===== config.mk =====
export PLATFORM = sky130hd
export DESIGN_NAME = button_autorepeat_tracker_unit
export DESIGN_NICKNAME = d
export VERILOG_FILES = /design/src/design/bat_pkg.sv /design/src/design/bat_lane.sv /design/src/design/bat_merge.sv /design/src/design/button_autorepeat_tracker_unit.sv
export SDC_FILE = /design/constraint.sdc
export NUM_CORES = 2
export LEC_CHECK = 0
export BUFFER_PORTS_ARGS = -buffer_cell sky130_fd_sc_hd__buf_4
export CAP_MARGIN = 10
export CORE_MARGIN = 4
export CORE_UTILIZATION = 45
export CTS_BUF_LIST = sky130_fd_sc_hd__clkbuf_16
export DETAILED_ROUTE_END_ITERATION = 12
export PLACE_DENSITY = 0.74
export SKIP_LAST_GASP = 1
export SYNTH_ARGS = -nofsm -noshare
export SYNTH_HDL_FRONTEND = slang
export SYNTH_HIERARCHICAL = 1
export SYNTH_SLANG_ARGS = --single-unit

===== constraint.sdc =====
create_clock -name clk -period 7.05 [get_ports clk]
set_input_delay 0.3525 -clock clk [delete_from_list [all_inputs] [get_ports clk]]
set_output_delay 0.3525 -clock clk [all_outputs]
set_load 0.02 [all_outputs]

===== src/design/bat_pkg.sv =====
package bat_pkg;

  localparam int NUM_BUTTONS = 32;
  localparam int MASK_W      = 32;
  localparam int CNT_W       = 8;
  localparam int CFG_IDX_W   = 1;

  localparam logic [MASK_W-1:0] ALL_ONES    = '1;
  localparam logic [MASK_W-1:0] BUTTON_MASK = ALL_ONES >> (MASK_W - NUM_BUTTONS);

  localparam logic OP_SAMPLE   = 1'b0;
  localparam logic OP_SNAPSHOT = 1'b1;

  localparam logic [CFG_IDX_W-1:0] REG_REPEAT_RELOAD = 1'd0;
  localparam logic [CFG_IDX_W-1:0] REG_REPEAT_FIRST  = 1'd1;

  typedef struct packed {
    logic [CNT_W-1:0] reload;
    logic [CNT_W-1:0] first;
  } bat_cfg_t;

  typedef struct packed {
    logic [MASK_W-1:0] held;
    logic [MASK_W-1:0] pressed;
    logic [MASK_W-1:0] released;
    logic [MASK_W-1:0] rpt;
  } bat_masks_t;

endpackage


===== src/design/bat_lane.sv =====
module bat_lane (
  input  logic              clk,
  input  logic              rst_n,
  input  logic              upd,
  input  logic              held,
  input  bat_pkg::bat_cfg_t cfg,
  output logic              hit
);
  import bat_pkg::*;

  logic [CNT_W-1:0] cnt_r;
  logic [CNT_W-1:0] cnt_nxt;
  logic [CNT_W:0]   inc;
  logic [CNT_W:0]   cand;

  always_comb begin
    inc     = held ? ({1'b0, cnt_r} + {{CNT_W{1'b0}}, 1'b1}) : '0;
    cand    = (inc == {1'b0, cfg.first}) ? {1'b0, cfg.reload} : inc;
    hit     = (cand == {1'b0, cfg.reload});
    cnt_nxt = upd ? cand[CNT_W-1:0] : cnt_r;
  end

  always_ff @(posedge clk) begin
    if (!rst_n) begin
      cnt_r <= '0;
    end else begin
      cnt_r <= cnt_nxt;
    end
  end

endmodule


===== src/design/bat_merge.sv =====
module bat_merge (
  input  logic                        clk,
  input  logic                        rst_n,
  input  logic                        accept,
  input  logic                        op,
  input  logic [bat_pkg::MASK_W-1:0]  sample,
  input  logic [bat_pkg::MASK_W-1:0]  hits,
  output bat_pkg::bat_masks_t         cur,
  output bat_pkg::bat_masks_t         result
);
  import bat_pkg::*;

  bat_masks_t        sticky_r;
  bat_masks_t        sticky_nxt;
  bat_masks_t        upd;
  logic [MASK_W-1:0] prev_r;
  logic [MASK_W-1:0] prev_nxt;
  logic              gate_r;
  logic              gate_nxt;
  logic [MASK_W-1:0] chg;

  assign cur = sticky_r;

  always_comb begin
    chg          = (prev_r ^ sample) & BUTTON_MASK;
    upd.held     = sticky_r.held | sample;
    upd.pressed  = sticky_r.pressed | (chg & sample);
    upd.released = (sticky_r.released | (chg & prev_r)) & {MASK_W{gate_r}};
    upd.rpt      = sticky_r.rpt | hits;
    result       = (op == OP_SNAPSHOT) ? sticky_r : upd;

    sticky_nxt = sticky_r;
    prev_nxt   = prev_r;
    gate_nxt   = gate_r;
    if (accept) begin
      if (op == OP_SNAPSHOT) begin
        sticky_nxt = '0;
      end else begin
        sticky_nxt = upd;
        prev_nxt   = sample;
        gate_nxt   = 1'b1;
      end
    end
  end

  always_ff @(posedge clk) begin
    if (!rst_n) begin
      sticky_r <= '0;
      prev_r   <= ALL_ONES;
      gate_r   <= 1'b0;
    end else begin
      sticky_r <= sticky_nxt;
      prev_r   <= prev_nxt;
      gate_r   <= gate_nxt;
    end
  end

endmodule


===== src/design/button_autorepeat_tracker_unit.sv =====
// Channel  Handshake                Payload
// in       in_valid / in_ready      in_op, in_buttons
// out      out_valid / out_ready    out_held_mask, out_pressed_mask,
//                                   out_released_mask, out_repeat_mask
// cfg      cfg_valid / cfg_ready    cfg_index, cfg_data
//
// One request per cycle while in_ready is high; each result is registered.
// Lanes update on accepted sample requests, the merge on every accept.
// Synchronous active-low reset clears counters, sticky masks, valid flags.
// A two-deep output buffer (output register plus skid) takes a request
// while a result waits; in_ready drops only when both entries are full.
module button_autorepeat_tracker_unit (
  input  logic                          clk,
  input  logic                          rst_n,
  input  logic                          in_valid,
  output logic                          in_ready,
  input  logic                          in_op,
  input  logic [31:0]                   in_buttons,
  output logic                          out_valid,
  input  logic                          out_ready,
  output logic [31:0]                   out_held_mask,
  output logic [31:0]                   out_pressed_mask,
  output logic [31:0]                   out_released_mask,
  output logic [31:0]                   out_repeat_mask,
  input  logic                          cfg_valid,
  output logic                          cfg_ready,
  input  logic [bat_pkg::CFG_IDX_W-1:0] cfg_index,
  input  logic [bat_pkg::CNT_W-1:0]     cfg_data
);
  import bat_pkg::*;

  bat_cfg_t          cfg_r;
  bat_cfg_t          cfg_nxt;
  logic              in_acc;
  logic              upd_lanes;
  logic [MASK_W-1:0] sample;
  logic [MASK_W-1:0] hits;
  bat_masks_t        cur;
  bat_masks_t        res;
  bat_masks_t        out_r;
  bat_masks_t        out_nxt;
  bat_masks_t        skid_r;
  bat_masks_t        skid_nxt;
  logic              out_valid_r;
  logic              out_valid_nxt;
  logic              skid_valid_r;
  logic              skid_valid_nxt;
  logic              take;

  assign cfg_ready = 1'b1;
  assign in_ready  = !skid_valid_r;
  assign in_acc    = in_valid && in_ready;
  assign upd_lanes = in_acc && (in_op == OP_SAMPLE);
  assign sample    = in_buttons & BUTTON_MASK;
  assign take      = out_valid_r && out_ready;

  always_comb begin
    cfg_nxt = cfg_r;
    if (cfg_valid && cfg_ready) begin
      case (cfg_index)
        REG_REPEAT_RELOAD: cfg_nxt.reload = cfg_data;
        REG_REPEAT_FIRST:  cfg_nxt.first  = cfg_data;
        default:           cfg_nxt        = cfg_r;
      endcase
    end
  end

  genvar g;
  generate
    for (g = 0; g < MASK_W; g++) begin : g_lane
      if (g < NUM_BUTTONS) begin : g_used
        bat_lane u_lane (
          .clk   (clk),
          .rst_n (rst_n),
          .upd   (upd_lanes),
          .held  (sample[g]),
          .cfg   (cfg_r),
          .hit   (hits[g])
        );
      end else begin : g_unused
        assign hits[g] = 1'b0;
      end
    end
  endgenerate

  bat_merge u_merge (
    .clk    (clk),
    .rst_n  (rst_n),
    .accept (in_acc),
    .op     (in_op),
    .sample (sample),
    .hits   (hits),
    .cur    (cur),
    .result (res)
  );

  always_comb begin
    out_nxt        = out_r;
    skid_nxt       = skid_r;
    out_valid_nxt  = out_valid_r;
    skid_valid_nxt = skid_valid_r;
    if (skid_valid_r) begin
      if (take) begin
        out_nxt        = skid_r;
        skid_valid_nxt = 1'b0;
      end
    end else if (in_acc) begin
      if (!out_valid_r || take) begin
        out_nxt       = res;
        out_valid_nxt = 1'b1;
      end else begin
        skid_nxt       = res;
        skid_valid_nxt = 1'b1;
      end
    end else if (take) begin
      out_valid_nxt = 1'b0;
    end
  end

  always_ff @(posedge clk) begin
    if (!rst_n) begin
      cfg_r        <= '0;
      out_valid_r  <= 1'b0;
      skid_valid_r <= 1'b0;
    end else begin
      cfg_r        <= cfg_nxt;
      out_valid_r  <= out_valid_nxt;
      skid_valid_r <= skid_valid_nxt;
    end
  end

  always_ff @(posedge clk) begin
    out_r  <= out_nxt;
    skid_r <= skid_nxt;
  end

  assign out_valid         = out_valid_r;
  assign out_held_mask     = out_r.held;
  assign out_pressed_mask  = out_r.pressed;
  assign out_released_mask = out_r.released;
  assign out_repeat_mask   = out_r.rpt;

  a_skid_implies_out: assert property (@(posedge clk) disable iff (!rst_n)
    skid_valid_r |-> out_valid_r)
    else $error("skid entry held without output entry");

  a_accept_gives_out: assert property (@(posedge clk) disable iff (!rst_n)
    in_acc |=> out_valid_r)
    else $error("accepted request left no result");

  a_snapshot_clears: assert property (@(posedge clk) disable iff (!rst_n)
    (in_acc && (in_op == OP_SNAPSHOT)) |=> (cur == '0))
    else $error("sticky masks not cleared after snapshot");

  a_cfg_reload: assert property (@(posedge clk) disable iff (!rst_n)
    (cfg_valid && cfg_ready && (cfg_index == REG_REPEAT_RELOAD))
      |=> (cfg_r.reload == $past(cfg_data)))
    else $error("repeat reload register not written");

endmodule

* Word level (Yosys, flattened, before mapping)
Index checks and enable logic that the tools add are counted.
** Storage, ports and cells
- Memory bits (writable) :: 0
- Bits in latches :: 0
- Memory bits (read-only) :: 0
- Logic and storage cells :: 252
- Bits of input ports :: 47
- Flip-flop bits (word level) :: 691
- Output and inout port bits :: 131
- Memories kept :: 0
** Cells by class
- Reductions and logical operators :: 15
- Shifts and indexed selects :: 0
- $lt $le $gt $ge :: 0
- Divide/modulo/power cells :: 0
- Bitwise logic cells :: 12
- $mul :: 0
- Muxes and demuxes :: 77
- Add/subtract/negate cells :: 32
- Eq/ne operators :: 66
** Operators by type and width (number)
- $mux 128 :: 6
- $eq 9x8->1 :: 64
- $mux 9 :: 64
- $add 8x1->9 const B :: 32
- $or 32x32->32 :: 4
- $and 32x32->32 :: 3
- $xor 32x32->32 :: 1
- $reduce_and 3->1 :: 3
- $mux 1 :: 7
- $reduce_and 2->1 :: 3
- $reduce_bool 2->1 :: 3
- $ne 2x1->1 const B :: 2
- $not 1->1 :: 4
- $logic_and 1x1->1 :: 3
- $logic_not 1->1 :: 2
- $logic_or 1x1->1 :: 1

* Logic depth before layout (Yosys ltp)
- Word-level depth :: 10
- Depth in mapped cells :: 11

* Cells and area by module
The synthesis kept the hierarchy.
** Modules (own cells, without submodules)
- bat_lane :: area an instance 855.8 um2, cells an instance 116, instances 32
- button_autorepeat_tracker_unit :: area an instance 10286.1 um2, cells an instance 480, instances 1
- bat_merge :: area an instance 7658.6 um2, cells an instance 901, instances 1

* Worst setup path after synthesis
No wires, ideal clock.
- Path kind :: reg-to-reg
- Start :: register skid_valid_r
- End :: register g_lane[0].g_used.u_lane.cnt_r[6]
- Slack :: -0.639 ns
- Library setup time :: 0.108 ns
- Stages on the path, launching flop included :: 6
- Arrival :: 7.581 ns
- Period minus slack after synthesis :: 7.689 ns
- Cell sequence :: dfxtp_1 -> buf_6 -> nand2b_1 -> nor2_1 -> o21ai_0 -> a311oi_2
** On the way
- Cells in the longest elaborated chain, start to end :: 3
** RTL lines
- start: declaration :: line button_autorepeat_tracker_unit.sv:46 : logic skid_valid_r;
- start signal: assignment :: line button_autorepeat_tracker_unit.sv:128 : skid_valid_r <= skid_valid_nxt;
- $logic_not 1->1 :: line button_autorepeat_tracker_unit.sv:51 : assign in_ready = !skid_valid_r;
- $logic_and 1x1->1 :: line button_autorepeat_tracker_unit.sv:52 : assign in_acc = in_valid && in_ready;
- $logic_and 1x1->1 :: line button_autorepeat_tracker_unit.sv:53 : assign upd_lanes = in_acc && (in_op == OP_SAMPLE);
- named net upd_lanes :: line button_autorepeat_tracker_unit.sv:35 : logic upd_lanes;
- end signal: assignment :: line bat_lane.sv:27 : cnt_r <= cnt_nxt;
- end: declaration :: line bat_lane.sv:11 : logic [CNT_W-1:0] cnt_r;
The timed path passes the listed nets, and every way through them passes these cells.
A chain may end at the register's enable or synchronous reset.

==> insert_results.sql <==
INSERT INTO impl_metrics (metric_group, metric, value, unit) VALUES
('outcome', 'status', 'completed', ''),
('setup_path', 'slowest_delay', '0.99', 'ns'),
('setup_path', 'cp_slowest_cell', 'sky130_fd_sc_hd__dfxtp_4', ''),
('cells_and_area', 'instances_no_fill', '6511', ''),
('cts', 'cts-root-buf', 'sky130_fd_sc_hd__clkbuf_16', ''),
('timing', 'report.final.setup_viol', '0', ''),
('cts', 'clockBufferDepth', '3', ''),
('timing', 'fin_setup_tns', '0', 'ns'),
('setup_path', 'critical_path.max_fanout', '92', ''),
('route', 'viasPerCell', '6.19', ''),
('placement', 'placed_cell_area', '47200', 'um2'),
('timing', 'relSlewSlack', '20.1', '%'),
('global_routing', 'grt_start_max_net_pins', '170', ''),
('global_routing', 'grtUsageTotal', '23.4', '%'),
('yosys', 'synth_largest_area_cell', 'sky130_fd_sc_hd__dfxtp_1', ''),
('setup_path', 'setup.worst_path.end_class', 'register', ''),
('setup_path', 'timing.critical_path.required', '7.56', 'ns'),
('die', 'rows', '116', ''),
('timing', 'final.period_utilization', '52.3', '%'),
('setup_path', 'worstPathBufferInverterCount', '1', ''),
('cts', 'cts_resized', '0', ''),
('setup_path', 'crit_path_cell_trace', 'buf_4 > or3_1 > a31o_2 > o2111ai_1 > nor3_2 > a41o_2 > nand2b_1 > nand2_1 > mux2_2', ''),
('cts', 'postCtsHoldBufs', '3', ''),
('placement', 'gp_congestion', '0.899', ''),
('yosys', 'share_of_the_yosys_chip_area_belonging_to_registers', '36.2', '%'),
('global_routing', 'antenna_found_initial', '9', ''),
('yosys', 'synthDistinctLibCells', '54', ''),
('power', 'peakVddDrop', '0.174', 'mV'),
('die', 'floorplan.core_area', '100000', 'um2'),
('route', 'antenna_left', '0', ''),
('power', 'powerDensity', '225', 'nW/um2'),
('cts', 'clk_transition_reported_paths', '0.06', 'ns'),
('setup_path', 'critical_path_class', 'register to register', ''),
('route', 'drtPass1Iterations', '7', ''),
('die', 'die_h', '325', 'um'),
('placement', 'dpl.cell_count', '6364', ''),
('setup_path', 'critical_path.top_delay_family', 'simple AND/OR/NAND/NOR gates', ''),
('yosys', 'ys_top_cells_by_area', 'sky130_fd_sc_hd__dfxtp_1 (19%), sky130_fd_sc_hd__edfxtp_1 (17%), sky130_fd_sc_hd__xnor2_1 (6.2%)', ''),
('timing', 'finalWorstPathRequiredPeriod', '3.69', 'ns'),
('die', 'start_util', '45.3', '%'),
('cts', 'numClockSinks', '691', ''),
('global_routing', 'globalRouteOverflowTotal', '0', ''),
('yosys', 'synth_area_per_cell', '8.90', 'um2'),
('route', 'drtIter0Drc', '4137', ''),
('placement', 'hpwl', '79.2', 'mm'),
('die', 'dieArea', '106000', 'um2'),
('cells_and_area', 'area_delta_synth_final', '9.89', '%'),
('cts', 'cts_max_level', '3', ''),
('die', 'die-width', '325', 'um'),
('cts', 'worst_skew_pair.late_latency', '0.65', 'ns'),
('yosys', 'synth-warning-count', '6', ''),
('cells_and_area', 'nets', '5226', ''),
('cells_and_area', 'multiInputGateArea', '26400', 'um2'),
('route', 'drt-wirelength-per-cell', '20.0', 'um'),
('timing', 'fin_skew', '0.0340', 'ns'),
('global_routing', 'first_global_vias', '36781', ''),
('cts', 'tritoncts', 'yes', ''),
('power', 'lkg_pwr', '0.0165', 'uW'),
('setup_path', 'worst_ep_arrival_time', '4.20', 'ns'),
('yosys', 'synth_largest_type_area_fraction', '19.2', '%'),
('cells_and_area', 'drive_gt1_share', '15.0', '%'),
('route', 'post-route-drc-count', '0', ''),
('yosys', 'postSynthRegisterBits', '691', ''),
('global_routing', 'grt_first_pass_wirelength', '204', 'mm'),
('cells_and_area', 'fillerInstances', '9040', ''),
('min_path', 'timing.hold.worst.class', 'input pin to register', ''),
('yosys', 'synthesis.nets', '5172', ''),
('timing', 'slew_at_the_pin_closest_to_its_max_slew_limit', '1.20', 'ns'),
('yosys', 'mappedNetlistArea', '45300', 'um2'),
('placement', 'port-buffer-count', '176', ''),
('cells_and_area', 'mostFrequentLayoutCells', 'sky130_fd_sc_hd__dfxtp_1 (418), sky130_fd_sc_hd__nand2_1 (409), sky130_fd_sc_hd__o21ai_0 (384)', '');
## worst register-to-register path: cells and delay by family (launching register included)
family / cells / cell delay (ns)
AOI/OAI and AO/OA: 3 / 0.47
DFF: 1 / 0.99
and+or+nand+nor: 4 / 1.21
buffers and inverters: 1 / 0.75
muxes: 1 / 0.14
## metal layers
| layer | global-route usage, % | wire [um] | vias up |
|---|---|---|---|
| met4 | 9.64 | 4810 | 6 |
| met3 | 3.17 | 9870 | 317 |
| met2 | 37.7 | 59300 | 1581 |
| met5 | 0 | 51 | - |
| met1 | 31.7 | 56400 | 19373 |
| li1 | - | - | 19057 |
## sequential cells by signal, indices dropped and copies added, names as in the netlist, 32 cells and up
signal,count
out_held_mask,32
skid_r,128
out_released_mask,32
u_merge/prev_r,32
u_merge/cur,128
out_pressed_mask,32
out_repeat_mask,32
g_lane.g_used.u_lane/cnt_r,256
## layout make-up
class / count / area share (%)
diodes: 4 / 0.0201
clock buffers: 78 / 3.92
clock inverters: 62 / 1.27
inverters: 292 / 2.21
multi-input cells: 3866 / 52.9
flip-flops and latches: 691 / 33.0
well taps: 1298 / 3.26
repair buffers: 220 / 3.39
## power breakdown
group	internal [uW]	total [uW]	switching, uW
registers	4450	4780	333
logic	922	2250	1330
clock network	2460	4190	1730
## through the flow
step	utilization (%)	worst slack, ns	hold WS [ns]
finish	49.8	3.36	0.0202
global route	49.8	3.08	0.0157
CTS	49.8	3.39	0.00635
detailed placement	47.2	3.40	0.441
global placement	47.2	3.48	0.433
floorplan	-	0.0673	0.425
## synthesized netlist by cell type, drive strengths merged
| library cell | n |
|---|---|
| o32a | 32 |
| a41o | 32 |
| nor4 | 32 |
| a221oi | 64 |
| clkbuf | 93 |
| or4 | 96 |
| a31o | 32 |
| a21bo | 1 |
| conb | 1 |
| nand2b | 129 |
| or3 | 96 |
| and2 | 1 |
| dfxtp | 435 |
| mux2i | 144 |
| a21o | 1 |
| a21oi | 259 |
| nor2b | 5 |
| nand2 | 409 |
| or3b | 32 |
| a32oi | 32 |
| or2 | 32 |
| nor3 | 160 |
| nand4 | 96 |
| o22ai | 33 |
| xor2 | 128 |
| o211ai | 96 |
| a31oi | 128 |
| xnor2 | 320 |
| edfxtp | 256 |
| a311oi | 32 |
| o21a | 65 |
| o32ai | 64 |
| a211oi | 32 |
| nand3b | 128 |
| inv | 292 |
| mux2 | 160 |
| buf | 151 |
| nor2 | 322 |
| ha | 32 |
| nand3 | 224 |
| o21ai | 384 |
| o2111ai | 32 |
## final timing paths
kind	endpoint	start	cells past startpoint	slack, ns
max	out_repeat_mask[20]	cfg_r[6]	9	3.36
min	cfg_r[1]	cfg_data[1]	3	0.02
min reg2reg	u_merge/cur[70]	u_merge/cur[70]	2	0.45
max reg2reg	out_repeat_mask[20]	cfg_r[6]	9	3.36
## logic make-up after synthesis
family / share of synthesized area [%]
AO/OA/AOI/OAI: 19.9
adder cells (fa/ha/maj): 0.883
AND/OR/NAND/NOR: 20.8
flip-flops: 36.2
multiplexers: 7.79
other: 0.00827
buffers and inverters: 5.79
XOR/XNOR: 8.66
Power figures use the tool's default switching activity.
